`config.mk`:
```
export PLATFORM = sky130hd
export DESIGN_NAME = dual_motor_incremental_pid_speed
export DESIGN_NICKNAME = d
export VERILOG_FILES = /design/src/rtl/dmpid_pkg.sv /design/src/rtl/dmpid_alu.sv /design/src/rtl/dual_motor_incremental_pid_speed.sv
export SDC_FILE = /design/constraint.sdc
export NUM_CORES = 2
export LEC_CHECK = 0
export ABC_AREA = 1
export CORE_MARGIN = 5
export CORE_UTILIZATION = 50
export CTS_CLUSTER_SIZE = 10
export DETAILED_ROUTE_END_ITERATION = 16
export DONT_BUFFER_PORTS = 1
export PLACE_DENSITY = 0.63
export SYNTH_ARGS = -nofsm -noshare
export SYNTH_HDL_FRONTEND = slang
export SYNTH_SLANG_ARGS = --single-unit
export TNS_END_PERCENT = 50
```
`constraint.sdc`:
```
create_clock -name clock -period 19.3 [get_ports clock]
set_input_delay 2.895 -clock clock [delete_from_list [all_inputs] [get_ports clock]]
set_output_delay 2.895 -clock clock [all_outputs]
set_load 0.1 [all_outputs]
```
`src/rtl/dmpid_pkg.sv`:
```
// ----------------------------------------------------------------------------
// dmpid_pkg
// Shared types and constants of the dual motor incremental PID speed block.
// ----------------------------------------------------------------------------
package dmpid_pkg;

   localparam int ImageRows = 60;

   localparam logic [25:0] GAIN_PROP_RESET  = 26'd4915200;
   localparam logic [25:0] GAIN_INTEG_RESET = 26'd39;
   localparam logic [25:0] GAIN_DERIV_RESET = 26'd589824;
   localparam logic [9:0]  DUTY_MAX_RESET   = 10'd990;

   localparam logic [25:0] FIXED_KP = 26'd2621440;
   localparam logic [25:0] FIXED_KI = 26'd39;
   localparam logic [25:0] FIXED_KD = 26'd655360;

   // Reciprocals for the divisions by 10 and by 100. With a shift of 19 the
   // quotient is exact for magnitudes below 43690, well above the dividends.
   localparam logic signed [47:0] RECIP_TEN     = 48'sd52429;
   localparam logic signed [47:0] RECIP_HUNDRED = 48'sd5243;
   localparam int                 RecipShift    = 19;

   typedef enum logic [1:0] {
      REG_GAIN_PROP  = 2'd0,
      REG_GAIN_INTEG = 2'd1,
      REG_GAIN_DERIV = 2'd2,
      REG_DUTY_MAX   = 2'd3
   } reg_index_type;

   // Operations of the shared arithmetic unit.
   typedef enum logic [1:0] {
      OP_MUL = 2'd0,
      OP_DIV = 2'd1
   } alu_op_type;

   typedef struct packed {
      logic              start;
      alu_op_type        op;
      logic signed [47:0] a;
      logic signed [47:0] b;
   } alu_req_type;

   typedef struct packed {
      logic              done;
      logic signed [47:0] result;
   } alu_rsp_type;

   typedef enum logic [4:0] {
      ST_IDLE,
      ST_BASE_DIV, ST_BASE_WAIT,
      ST_Q_MUL,  ST_Q_WAIT,
      ST_SQ_MUL, ST_SQ_WAIT,
      ST_ES_MUL, ST_ES_WAIT,
      ST_LDIV,   ST_LDIV_WAIT,
      ST_RDIV,   ST_RDIV_WAIT,
      ST_FDIV_L, ST_FDIV_L_WAIT,
      ST_FDIV_R, ST_FDIV_R_WAIT,
      ST_PID_M0, ST_PID_W0,
      ST_PID_M1, ST_PID_W1,
      ST_PID_M2, ST_PID_W2,
      ST_PID_ACC,
      ST_OUT
   } state_type;

   function automatic logic signed [47:0] clamp48(input logic signed [47:0] v,
                                                  input logic signed [47:0] lo,
                                                  input logic signed [47:0] hi);
      logic signed [47:0] r;
      r = v;
      if (v < lo) begin
         r = lo;
      end else if (v > hi) begin
         r = hi;
      end
      return r;
   endfunction

endpackage

```
`src/rtl/dmpid_alu.sv`:
```
// ----------------------------------------------------------------------------
// dmpid_alu
// Shared arithmetic unit: a radix-2 shift-add multiplier and a restoring
// divider that truncates toward zero, one bit per cycle.
// ----------------------------------------------------------------------------
module dmpid_alu (
   input  logic                 clock,
   input  logic                 reset,
   input  dmpid_pkg::alu_req_type req,
   output dmpid_pkg::alu_rsp_type rsp
);
   import dmpid_pkg::*;

   logic               busy_ff, busy_in;
   alu_op_type         op_ff, op_in;
   logic [5:0]         cnt_ff, cnt_in;
   logic [47:0]        a_ff, a_in;      // multiplicand or dividend magnitude
   logic [47:0]        b_ff, b_in;      // multiplier or divisor magnitude
   logic [47:0]        acc_ff, acc_in;  // product or remainder
   logic [47:0]        quo_ff, quo_in;
   logic               neg_ff, neg_in;
   logic               done_ff, done_in;
   logic signed [47:0] res_ff, res_in;
   logic [48:0]        trial;
   logic [47:0]        rem_sh;

   always_comb begin
      busy_in = busy_ff;
      op_in   = op_ff;
      cnt_in  = cnt_ff;
      a_in    = a_ff;
      b_in    = b_ff;
      acc_in  = acc_ff;
      quo_in  = quo_ff;
      neg_in  = neg_ff;
      done_in = 1'b0;
      res_in  = res_ff;
      rem_sh  = {acc_ff[46:0], a_ff[47]};
      trial   = {1'b0, rem_sh} - {1'b0, b_ff};
      if (!busy_ff) begin
         if (req.start) begin
            busy_in = 1'b1;
            op_in   = req.op;
            cnt_in  = 6'd0;
            acc_in  = '0;
            quo_in  = '0;
            a_in    = req.a[47] ? 48'(-req.a) : req.a;
            b_in    = req.b[47] ? 48'(-req.b) : req.b;
            neg_in  = req.a[47] ^ req.b[47];
         end
      end else begin
         if (op_ff == OP_MUL) begin
            if (b_ff[0]) begin
               acc_in = acc_ff + a_ff;
            end
            a_in = {a_ff[46:0], 1'b0};
            b_in = {1'b0, b_ff[47:1]};
         end else begin
            a_in = {a_ff[46:0], 1'b0};
            if (!trial[48]) begin
               acc_in = trial[47:0];
               quo_in = {quo_ff[46:0], 1'b1};
            end else begin
               acc_in = rem_sh;
               quo_in = {quo_ff[46:0], 1'b0};
            end
         end
         cnt_in = cnt_ff + 6'd1;
         if (cnt_ff == 6'd47) begin
            busy_in = 1'b0;
            done_in = 1'b1;
            if (op_ff == OP_MUL) begin
               res_in = neg_ff ? -$signed(acc_in) : $signed(acc_in);
            end else begin
               res_in = neg_ff ? -$signed(quo_in) : $signed(quo_in);
            end
         end
      end
   end

   always_ff @(posedge clock) begin
      if (reset) begin
         busy_ff <= 1'b0;
         done_ff <= 1'b0;
      end else begin
         busy_ff <= busy_in;
         done_ff <= done_in;
      end
      op_ff  <= op_in;
      cnt_ff <= cnt_in;
      a_ff   <= a_in;
      b_ff   <= b_in;
      acc_ff <= acc_in;
      quo_ff <= quo_in;
      neg_ff <= neg_in;
      res_ff <= res_in;
   end

   assign rsp.done   = done_ff;
   assign rsp.result = res_ff;

`ifndef ASSERT_OFF
   a_done_pulse: assert property (@(posedge clock) disable iff (reset)
      done_ff |=> !done_ff) else $error("done held two cycles");
   a_start_idle: assert property (@(posedge clock) disable iff (reset)
      busy_ff |-> !done_ff) else $error("done while busy");
   a_cnt_idle: assert property (@(posedge clock) disable iff (reset)
      $rose(busy_ff) |-> cnt_ff == 6'd0) else $error("count not cleared");
`endif

endmodule

```
`src/rtl/dual_motor_incremental_pid_speed.sv`:
```
// ----------------------------------------------------------------------------
// dual_motor_incremental_pid_speed
// Two-wheel target speed and incremental PID duty controller.
// ----------------------------------------------------------------------------
// Usage: one item per control period enters on the req_ channel (wheel speeds,
// line error and its previous value, end row, last valid row, mode bit). The
// block answers with one item on the rsp_ channel carrying both clamped duties
// and both wheel targets. The configuration port (APB style, always ready) writes and
// reads the three Q10.16 gains and the duty limit; writing a gain releases
// the fixed-mode gain latch.
// All arithmetic runs through one shared 48-bit unit that multiplies or
// divides one bit per cycle. The divisions by 10 and 100 are reciprocal
// multiplications. An item needs between 6 operations (fixed mode, small
// error) and 12 (dynamic mode with a differential split). req_ready is
// high only while the sequencer is idle; the next item is taken in the cycle
// after the result is loaded into the output register, even while the
// receiver stalls, but its result waits until the previous one is taken.
// Reset clears the history, accumulators, stored row, gain latch and restores
// the register defaults; no result is pending after reset.
// ----------------------------------------------------------------------------
module dual_motor_incremental_pid_speed (
   input  logic               clock,
   input  logic               reset,
   input  logic               req_valid,
   output logic               req_ready,
   input  logic signed [15:0] req_left_speed,
   input  logic signed [15:0] req_right_speed,
   input  logic signed [7:0]  req_line_error,
   input  logic signed [7:0]  req_prev_line_error,
   input  logic [5:0]         req_end_row,
   input  logic [5:0]         req_last_valid_row,
   input  logic               req_dynamic_mode,
   output logic               rsp_valid,
   input  logic               rsp_ready,
   output logic [9:0]         rsp_left_duty,
   output logic [9:0]         rsp_right_duty,
   output logic [6:0]         rsp_left_target,
   output logic [6:0]         rsp_right_target,
   input  logic               psel,
   input  logic               penable,
   input  logic               pwrite,
   input  logic [3:0]         paddr,
   input  logic [31:0]        pwdata,
   output logic [31:0]        prdata,
   output logic               pready
);
   import dmpid_pkg::*;

   // Configuration registers.
   logic [25:0] kp_reg_ff, ki_reg_ff, kd_reg_ff;
   logic [9:0]  duty_max_ff;
   logic        latched_ff, latched_in;
   logic        cfg_wr;
   logic [1:0]  cfg_idx;

   assign pready  = 1'b1;
   assign cfg_wr  = psel && penable && pwrite;
   assign cfg_idx = paddr[3:2];

   always_comb begin
      case (reg_index_type'(cfg_idx))
         REG_GAIN_PROP:  prdata = {6'd0, kp_reg_ff};
         REG_GAIN_INTEG: prdata = {6'd0, ki_reg_ff};
         REG_GAIN_DERIV: prdata = {6'd0, kd_reg_ff};
         REG_DUTY_MAX:   prdata = {22'd0, duty_max_ff};
         default:        prdata = '0;
      endcase
   end

   always_ff @(posedge clock) begin
      if (reset) begin
         kp_reg_ff   <= GAIN_PROP_RESET;
         ki_reg_ff   <= GAIN_INTEG_RESET;
         kd_reg_ff   <= GAIN_DERIV_RESET;
         duty_max_ff <= DUTY_MAX_RESET;
      end else if (cfg_wr && paddr[1:0] == 2'd0) begin
         case (reg_index_type'(cfg_idx))
            REG_GAIN_PROP:  kp_reg_ff   <= pwdata[25:0];
            REG_GAIN_INTEG: ki_reg_ff   <= pwdata[25:0];
            REG_GAIN_DERIV: kd_reg_ff   <= pwdata[25:0];
            REG_DUTY_MAX:   duty_max_ff <= pwdata[9:0];
            default: ;
         endcase
      end
   end

   // Sequencer state and item data.
   state_type          state_ff, state_in;
   logic signed [15:0] ls_ff, rs_ff;
   logic signed [7:0]  e_ff, p_ff;
   logic [5:0]         end_ff, last_ff;
   logic               dyn_ff;
   logic [5:0]         srow_ff, srow_in;
   logic signed [47:0] s_ff, s_in;
   logic signed [47:0] q_ff, q_in;
   logic signed [47:0] es_ff, es_in;
   logic signed [47:0] lt_ff, lt_in, rt_ff, rt_in;
   logic               wheel_ff, wheel_in;  // 0 right, 1 left
   logic signed [47:0] t_ff, t_in;
   logic signed [17:0] lh0_ff, lh1_ff, rh0_ff, rh1_ff;
   logic signed [17:0] lh0_in, lh1_in, rh0_in, rh1_in;
   logic [31:0]        lacc_ff, lacc_in, racc_ff, racc_in;
   logic [9:0]         ld_ff, ld_in, rd_ff, rd_in;
   logic               ovalid_ff, ovalid_in;
   logic [9:0]         old_ff, old_in, ord_ff, ord_in;
   logic [6:0]         olt_ff, olt_in, ort_ff, ort_in;

   alu_req_type areq;
   alu_rsp_type arsp;

   dmpid_alu u_alu (.clock(clock), .reset(reset), .req(areq), .rsp(arsp));

   // Derived values of the current item.
   logic signed [47:0] r_v, ae_v, base_num, d_v, e0_v, kp_v, ki_v, kd_v;
   logic signed [47:0] h1_v, h2_v, qt_v, acc_s, tgt_v, spd_v, new_acc;
   logic signed [47:0] rq_v;
   logic [31:0]        acc_sum;

   assign req_ready = (state_ff == ST_IDLE) && !(ovalid_ff && !rsp_ready && 1'b0);

   always_comb begin
      r_v  = 48'(clamp48(48'($signed({1'b0, end_ff})), 48'sd35, 48'sd55));
      ae_v = e_ff[7] ? -48'(e_ff) : 48'(e_ff);
      base_num = 48'sd12 * r_v + 48'sd100 * (r_v - 48'($signed({1'b0, srow_ff})))
                 - 48'sd3 * ae_v - 48'sd10 * (48'(e_ff) - 48'(p_ff));
      d_v  = 48'(ImageRows - 4) - 48'($signed({1'b0, last_ff}));
      kp_v = latched_ff ? 48'(FIXED_KP) : 48'($signed({1'b0, kp_reg_ff}));
      ki_v = latched_ff ? 48'(FIXED_KI) : 48'($signed({1'b0, ki_reg_ff}));
      kd_v = latched_ff ? 48'(FIXED_KD) : 48'($signed({1'b0, kd_reg_ff}));
      tgt_v = wheel_ff ? lt_ff : rt_ff;
      spd_v = wheel_ff ? 48'(ls_ff) : 48'(rs_ff);
      e0_v  = tgt_v - spd_v;
      h1_v  = wheel_ff ? 48'(lh0_ff) : 48'(rh0_ff);
      h2_v  = wheel_ff ? 48'(lh1_ff) : 48'(rh1_ff);
      qt_v  = t_ff[47] ? -48'((-t_ff) >>> 16) : (t_ff >>> 16);
      // Quotient of a reciprocal product, truncated toward zero.
      rq_v  = arsp.result[47] ? -48'((-arsp.result) >>> RecipShift)
                              : (arsp.result >>> RecipShift);
      acc_s = wheel_ff ? 48'($signed(lacc_ff)) : 48'($signed(racc_ff));
      acc_sum = 32'(acc_s) + 32'(qt_v);
      new_acc = 48'($signed(acc_sum));
   end

   always_comb begin
      state_in = state_ff;
      srow_in = srow_ff; s_in = s_ff; q_in = q_ff; es_in = es_ff;
      lt_in = lt_ff; rt_in = rt_ff; wheel_in = wheel_ff; t_in = t_ff;
      lh0_in = lh0_ff; lh1_in = lh1_ff; rh0_in = rh0_ff; rh1_in = rh1_ff;
      lacc_in = lacc_ff; racc_in = racc_ff; ld_in = ld_ff; rd_in = rd_ff;
      latched_in = latched_ff;
      ovalid_in = ovalid_ff && !rsp_ready;
      old_in = old_ff; ord_in = ord_ff; olt_in = olt_ff; ort_in = ort_ff;
      areq = '{start: 1'b0, op: OP_MUL, a: '0, b: '0};

      if (cfg_wr && paddr[1:0] == 2'd0 &&
          (reg_index_type'(cfg_idx) == REG_GAIN_PROP ||
           reg_index_type'(cfg_idx) == REG_GAIN_INTEG ||
           reg_index_type'(cfg_idx) == REG_GAIN_DERIV)) begin
         latched_in = 1'b0;
      end

      case (state_ff)
         ST_IDLE: begin
            if (req_valid) begin
               state_in = ST_BASE_DIV;
            end
         end
         ST_BASE_DIV: begin
            if (dyn_ff) begin
               // The division by 10 is a multiplication by its reciprocal.
               areq = '{start: 1'b1, op: OP_MUL, a: base_num, b: RECIP_TEN};
               state_in = ST_BASE_WAIT;
            end else begin
               latched_in = 1'b1;
               if (ae_v >= 48'sd10) begin
                  state_in = ST_FDIV_L;
               end else begin
                  lt_in = 48'sd45; rt_in = 48'sd45;
                  state_in = ST_PID_M0; wheel_in = 1'b0;
               end
            end
         end
         ST_BASE_WAIT: begin
            if (arsp.done) begin
               s_in = clamp48(rq_v, 48'sd35, 48'sd55);
               srow_in = 6'(r_v);
               if (ae_v >= 48'sd10) begin
                  state_in = ST_Q_MUL;
               end else begin
                  lt_in = clamp48(rq_v, 48'sd35, 48'sd55);
                  rt_in = clamp48(rq_v, 48'sd35, 48'sd55);
                  state_in = ST_PID_M0; wheel_in = 1'b0;
               end
            end
         end
         ST_Q_MUL: begin
            areq = '{start: 1'b1, op: OP_MUL, a: d_v, b: d_v};
            state_in = ST_Q_WAIT;
         end
         ST_Q_WAIT: begin
            if (arsp.done) begin
               q_in = (arsp.result == 48'sd0) ? 48'sd1 : arsp.result;
               state_in = ST_SQ_MUL;
            end
         end
         ST_SQ_MUL: begin
            areq = '{start: 1'b1, op: OP_MUL, a: s_ff, b: q_ff};
            state_in = ST_SQ_WAIT;
         end
         ST_SQ_WAIT: begin
            if (arsp.done) begin
               t_in = arsp.result;
               state_in = ST_ES_MUL;
            end
         end
         ST_ES_MUL: begin
            areq = '{start: 1'b1, op: OP_MUL, a: 48'sd30 * 48'(e_ff), b: s_ff};
            state_in = ST_ES_WAIT;
         end
         ST_ES_WAIT: begin
            if (arsp.done) begin
               es_in = arsp.result;
               state_in = ST_LDIV;
            end
         end
         ST_LDIV: begin
            areq = '{start: 1'b1, op: OP_DIV, a: t_ff - es_ff, b: q_ff};
            state_in = ST_LDIV_WAIT;
         end
         ST_LDIV_WAIT: begin
            if (arsp.done) begin
               lt_in = clamp48(arsp.result, 48'sd5, 48'sd110);
               state_in = ST_RDIV;
            end
         end
         ST_RDIV: begin
            areq = '{start: 1'b1, op: OP_DIV, a: t_ff + es_ff, b: q_ff};
            state_in = ST_RDIV_WAIT;
         end
         ST_RDIV_WAIT: begin
            if (arsp.done) begin
               rt_in = clamp48(arsp.result, 48'sd5, 48'sd110);
               state_in = ST_PID_M0; wheel_in = 1'b0;
            end
         end
         // The fixed-mode divisions by 100 also use a reciprocal product.
         ST_FDIV_L: begin
            areq = '{start: 1'b1, op: OP_MUL,
                     a: 48'sd4000 - 48'sd72 * 48'(e_ff), b: RECIP_HUNDRED};
            state_in = ST_FDIV_L_WAIT;
         end
         ST_FDIV_L_WAIT: begin
            if (arsp.done) begin
               lt_in = clamp48(rq_v, 48'sd20, 48'sd80);
               state_in = ST_FDIV_R;
            end
         end
         ST_FDIV_R: begin
            areq = '{start: 1'b1, op: OP_MUL,
                     a: 48'sd4000 + 48'sd72 * 48'(e_ff), b: RECIP_HUNDRED};
            state_in = ST_FDIV_R_WAIT;
         end
         ST_FDIV_R_WAIT: begin
            if (arsp.done) begin
               rt_in = clamp48(rq_v, 48'sd20, 48'sd80);
               state_in = ST_PID_M0; wheel_in = 1'b0;
            end
         end
         // PID step: t = (Kp+Ki+Kd)e0 - (Kp+2Kd)e1 + Kd e2, one product at a time.
         ST_PID_M0: begin
            areq = '{start: 1'b1, op: OP_MUL, a: kp_v + ki_v + kd_v, b: e0_v};
            state_in = ST_PID_W0;
         end
         ST_PID_W0: begin
            if (arsp.done) begin
               t_in = arsp.result;
               state_in = ST_PID_M1;
            end
         end
         ST_PID_M1: begin
            areq = '{start: 1'b1, op: OP_MUL, a: kp_v + 48'sd2 * kd_v, b: h1_v};
            state_in = ST_PID_W1;
         end
         ST_PID_W1: begin
            if (arsp.done) begin
               t_in = t_ff - arsp.result;
               state_in = ST_PID_M2;
            end
         end
         ST_PID_M2: begin
            areq = '{start: 1'b1, op: OP_MUL, a: kd_v, b: h2_v};
            state_in = ST_PID_W2;
         end
         ST_PID_W2: begin
            if (arsp.done) begin
               t_in = t_ff + arsp.result;
               state_in = ST_PID_ACC;
            end
         end
         ST_PID_ACC: begin
            if (wheel_ff) begin
               lacc_in = acc_sum;
               lh1_in = lh0_ff; lh0_in = 18'(e0_v);
            end else begin
               racc_in = acc_sum;
               rh1_in = rh0_ff; rh0_in = 18'(e0_v);
            end
            if (new_acc <= 48'sd0) begin
               if (wheel_ff) ld_in = '0; else rd_in = '0;
            end else if (new_acc >= 48'($signed({1'b0, duty_max_ff}))) begin
               if (wheel_ff) ld_in = duty_max_ff; else rd_in = duty_max_ff;
            end else begin
               if (wheel_ff) ld_in = 10'(new_acc); else rd_in = 10'(new_acc);
            end
            if (wheel_ff) begin
               state_in = ST_OUT;
            end else begin
               wheel_in = 1'b1;
               state_in = ST_PID_M0;
            end
         end
         ST_OUT: begin
            // Wait until the output register is free, then load it.
            if (!ovalid_ff || rsp_ready) begin
               ovalid_in = 1'b1;
               old_in = ld_ff; ord_in = rd_ff;
               olt_in = 7'(lt_ff); ort_in = 7'(rt_ff);
               state_in = ST_IDLE;
            end
         end
         default: state_in = ST_IDLE;
      endcase
   end

   always_ff @(posedge clock) begin
      if (reset) begin
         state_ff   <= ST_IDLE;
         srow_ff    <= '0;
         lh0_ff <= '0; lh1_ff <= '0; rh0_ff <= '0; rh1_ff <= '0;
         lacc_ff <= '0; racc_ff <= '0;
         latched_ff <= 1'b0;
         ovalid_ff  <= 1'b0;
      end else begin
         state_ff   <= state_in;
         srow_ff    <= srow_in;
         lh0_ff <= lh0_in; lh1_ff <= lh1_in; rh0_ff <= rh0_in; rh1_ff <= rh1_in;
         lacc_ff <= lacc_in; racc_ff <= racc_in;
         latched_ff <= latched_in;
         ovalid_ff  <= ovalid_in;
      end
      if (state_ff == ST_IDLE && req_valid) begin
         ls_ff <= req_left_speed; rs_ff <= req_right_speed;
         e_ff <= req_line_error; p_ff <= req_prev_line_error;
         end_ff <= req_end_row; last_ff <= req_last_valid_row;
         dyn_ff <= req_dynamic_mode;
      end
      s_ff <= s_in; q_ff <= q_in; es_ff <= es_in;
      lt_ff <= lt_in; rt_ff <= rt_in; wheel_ff <= wheel_in; t_ff <= t_in;
      ld_ff <= ld_in; rd_ff <= rd_in;
      old_ff <= old_in; ord_ff <= ord_in; olt_ff <= olt_in; ort_ff <= ort_in;
   end

   assign rsp_valid        = ovalid_ff;
   assign rsp_left_duty    = old_ff;
   assign rsp_right_duty   = ord_ff;
   assign rsp_left_target  = olt_ff;
   assign rsp_right_target = ort_ff;

`ifndef ASSERT_OFF
   a_duty_l: assert property (@(posedge clock) disable iff (reset)
      (state_ff == ST_OUT) |-> ld_ff <= duty_max_ff) else $error("left duty over limit");
   a_duty_r: assert property (@(posedge clock) disable iff (reset)
      (state_ff == ST_OUT) |-> rd_ff <= duty_max_ff) else $error("right duty over limit");
   a_tgt: assert property (@(posedge clock) disable iff (reset)
      rsp_valid |-> rsp_left_target <= 7'd110 && rsp_right_target <= 7'd110)
      else $error("target out of range");
   a_busy: assert property (@(posedge clock) disable iff (reset)
      (state_ff != ST_IDLE) |-> !req_ready) else $error("ready while busy");
`endif

endmodule
```
==> results by group <==
Layout
  • Layout cell share with drive strength beyond 1: 0.04701
  • Final core utilization: 0.5426
  • Final instance area: 89730 sq um
  • Nets@finish: 13020
  • Fillers: about 17000
  • Synth-to-layout area growth: 7.702%

CTS
  • # Post-CTS Setup Buffers: 0
  • # resized after CTS: 0
  • Skew-Pair Late Insertion Delay: around 820 ps
  • CTS tree: built
  • CTS sink cnt: roughly 900
  • CTS Buf Count: 111
  • Clock slew at reported path FFs: 60 ps
  • Clock root cell: clkbuf_16
  • Clock buffer depth: 3
  • Hold_buf cts: 0
  • Clock H-tree levels: 3

Yosys
  • Count leader, synth: nand2_1
  • Synth top area cells: edfxtp_1 23%, nand2_1 13%, ha_1 8.6%
  • Asr flop ratio synth: 0
  • Synth Flop Type: edfxtp_1
  • Synth top cells by count: 2845 x nand2_1, 1592 x inv_1, 1497 x nor2_1, 996 x o21ai_0, 966 x a21oi_1
  • Mapped Area: ~83000 sq um
  • Synth top area share: 0.2343
  • Synthesized flop and latch total: 890
  • Warnings from Yosys: 0
  • Register area share after synthesis: 0.2920
  • Post-synth cell types: 76
  • Mapped Avg Cell Area: 6.844 sq um
  • Leading area contributor after synthesis: edfxtp_1
  • Syn Inst Count: roughly 12000
  • EDFF count, synth: 650

Floorplanning
  • Die Ht: 418.2 um
  • Core area: approximately 170000 sq um
  • Die Area: ~170000 sq um
  • I/O Pins: between 150 and 200
  • Die Wd: approximately 420 um
  • Initial core utilization: 0.5038
  • FP Rows: about 150

Timing
  • Max Slew Vio Count: 0
  • Post-Route Setup TNS: 0 ps
  • Fmax achieved: roughly 0.085 GHz
  • # setup viols final: 0
  • Final period util: 0.6102
  • Slew headroom: 0.2048
  • Least-Margin Pin Slew: between 1000 and 1500 ps
  • RSZ-0062 raised after global routing: false
  • Setup WS post-layout: between 7000 and 8000 ps
  • Final Hold Fails: 0
  • Final Critical Period: between 10000 and 15000 ps
  • Worst Clk Skew: between 50 and 60 ps

Global routing
  • GR Util met3: 0.07895
  • Vias in the first global route: between 70000 and 80000
  • Remaining global-route overflow: 0
  • Met1 Use GR: 0.5025
  • First-pass GRT wire length: 491.5 mm
  • Pin count of the biggest net entering global routing: 124
  • Tot GR Track Use: 0.3716
  • Top Usage Layer GRT: met2
  • Routing usage on met2: 0.5592
  • Initial antenna violation count: 29

Setup path
  • Kind of critical path: reg -> reg
  • Critical path required time: approximately 20000 ps
  • Critical-path top delay cell: o21ai_0
  • Critical path origin: end_ff[4]$_DFFE_PP_
  • Critical path capture point type: flop
  • Critical path depth: 50
  • Crit Path Max Fanout: 36
  • CP top delay family: compound AO/OA/AOI/OAI gates
  • Buf/Inv on CP: 10
  • CP startpoint kind: flop
  • CP peak stage delay: 620 ps
  • R2R Setup Slk: around 7500 ps
  • RR Endpoint: u_alu.a_ff[21]$_DFFE_PP_
  • Reg-to-Reg Start: end_ff[4]$_DFFE_PP_
  • Most frequent CP cell: inv_1
  • R2R depth: 50
  • CP arrival: around 12000 ps

Detailed routing
  • Drt first-iter violations: about 11000
  • Vias: 85350
  • Vias per inst: between 5 and 6
  • WL/cell: roughly 23 um
  • Pre-antenna DRT Iters: 10
  • Final wirelength: approximately 340 mm
  • Post-DRT Antenna Nets: 0
  • Residual DRC: 0

Min path
  • Hold crit path type: reg -> reg
  • Hold endpoint: rsp_left_duty[8]$_DFFE_PP_
  • Worst hold start: ld_ff[8]$_DFFE_PP_
  • Hold Crit Depth: 0

Placed design
  • Pre-CTS setup slack: around 7700 ps
  • Placed wire-length estimate: between 200 and 300 mm
  • Buffers on Ports: 0
  • Placer Congestion: 1.114
  • Placed cell area: ~86000 sq um

Run status
  • Status: finished clean

Run
  • Max Cap Violations: 0
-- placed cells by master, fill, tap and decap left out, drive strengths merged, types with 63 or more instances in the layout --
| cell type | synthesis | final |
|---|---|---|
| nor3 | 152 | 152 |
| fa | 147 | 147 |
| o21ai | 1052 | 1052 |
| nand4 | 136 | 136 |
| conb | 2 | 179 |
| nand2 | 2905 | 2905 |
| ha | 570 | 570 |
| a31oi | 66 | 66 |
| xor2 | 227 | 227 |
| nor2 | 1574 | 1574 |
| o211ai | 79 | 79 |
| nand3 | 725 | 725 |
| edfxtp | 650 | 650 |
| o21bai | 63 | 63 |
| clkbuf | 236 | 165 |
| xnor2 | 114 | 114 |
| a21oi | 973 | 973 |
| or2 | 71 | 71 |
| dfxtp | 240 | 240 |
| buf | 134 | 103 |
| inv | 1616 | 1620 |
-- layer usage --
| layer | routed length [um] | vias to the layer above |
|---|---|---|
| li1 | - | 40240 |
| met1 | 139000 | 40030 |
| met2 | 141600 | 4323 |
| met3 | 35130 | 747 |
| met4 | 22380 | 12 |
| met5 | 70 | - |
-- worst max-delay path by stage --
| stage | endpoint | slack [ps] |
|---|---|---|
| after floorplan | u_alu.a_ff[13]$_DFFE_PP_ | 10270 |
| after global placement | u_alu.a_ff[21]$_DFFE_PP_ | 8000 |
| after detailed placement | u_alu.a_ff[21]$_DFFE_PP_ | 7660 |
| after CTS | u_alu.a_ff[21]$_DFFE_PP_ | 7610 |
| after global routing | u_alu.a_ff[21]$_DFFE_PP_ | 6650 |
| final | u_alu.a_ff[21]$_DFFE_PP_ | 7520 |
-- kinds of logic (layout without fill, tap and decap cells) --
group / after synthesis / count (layout) / share of synthesized area
adders and majority gates: 717 / 717 / 0.1209
other: 2 / 190 / 0.00009015
buffers and inverters: 1996 / 1921 / 0.09247
DFF: 890 / 890 / 0.2920
and+or+nand+nor: 5698 / 5698 / 0.2901
AOI/OAI and AO/OA: 2512 / 2512 / 0.1665
muxes: 16 / 16 / 0.001922
xor gates and xnor gates: 341 / 341 / 0.03603
-- through the flow --
stage                     instances  hold slack [ps]
after floorplan               12350            400.3
after global placement        14270            400.7
after detailed placement      14270            405.6
after CTS                     14460            418.5
after global routing          14460            417.4
final                         14470            418.0
-- cell type report --
cell class / count / area, sq um / share of cell area
sequential: 890 / 24330 / 0.2711
inverter: 1626 / 6117 / 0.06818
multi-input combinational: 9463 / 52230 / 0.5821
antenna: 11 / 27.53 / 0.0003068
clock inverter: 27 / 326.6 / 0.003640
timing repair buffer: 103 / 785.8 / 0.008757
tap: 2189 / 2739 / 0.03052
clock buffer: 165 / 3178 / 0.03542
-- worst register-to-register path: cells and delay by family (launching register included) --
kind                       cells  cell delay (ps)
adders and majority gates      8             3180
and+or+nand+nor               16             2880
AOI/OAI and AO/OA             14             3300
buffers and inverters         10             1400
DFF                            1              390
xor gates and xnor gates       2              400
Power is left out: the tool's default activity adds up to more than one toggle a clock period on the data nets, which glitch-free logic cannot reach.
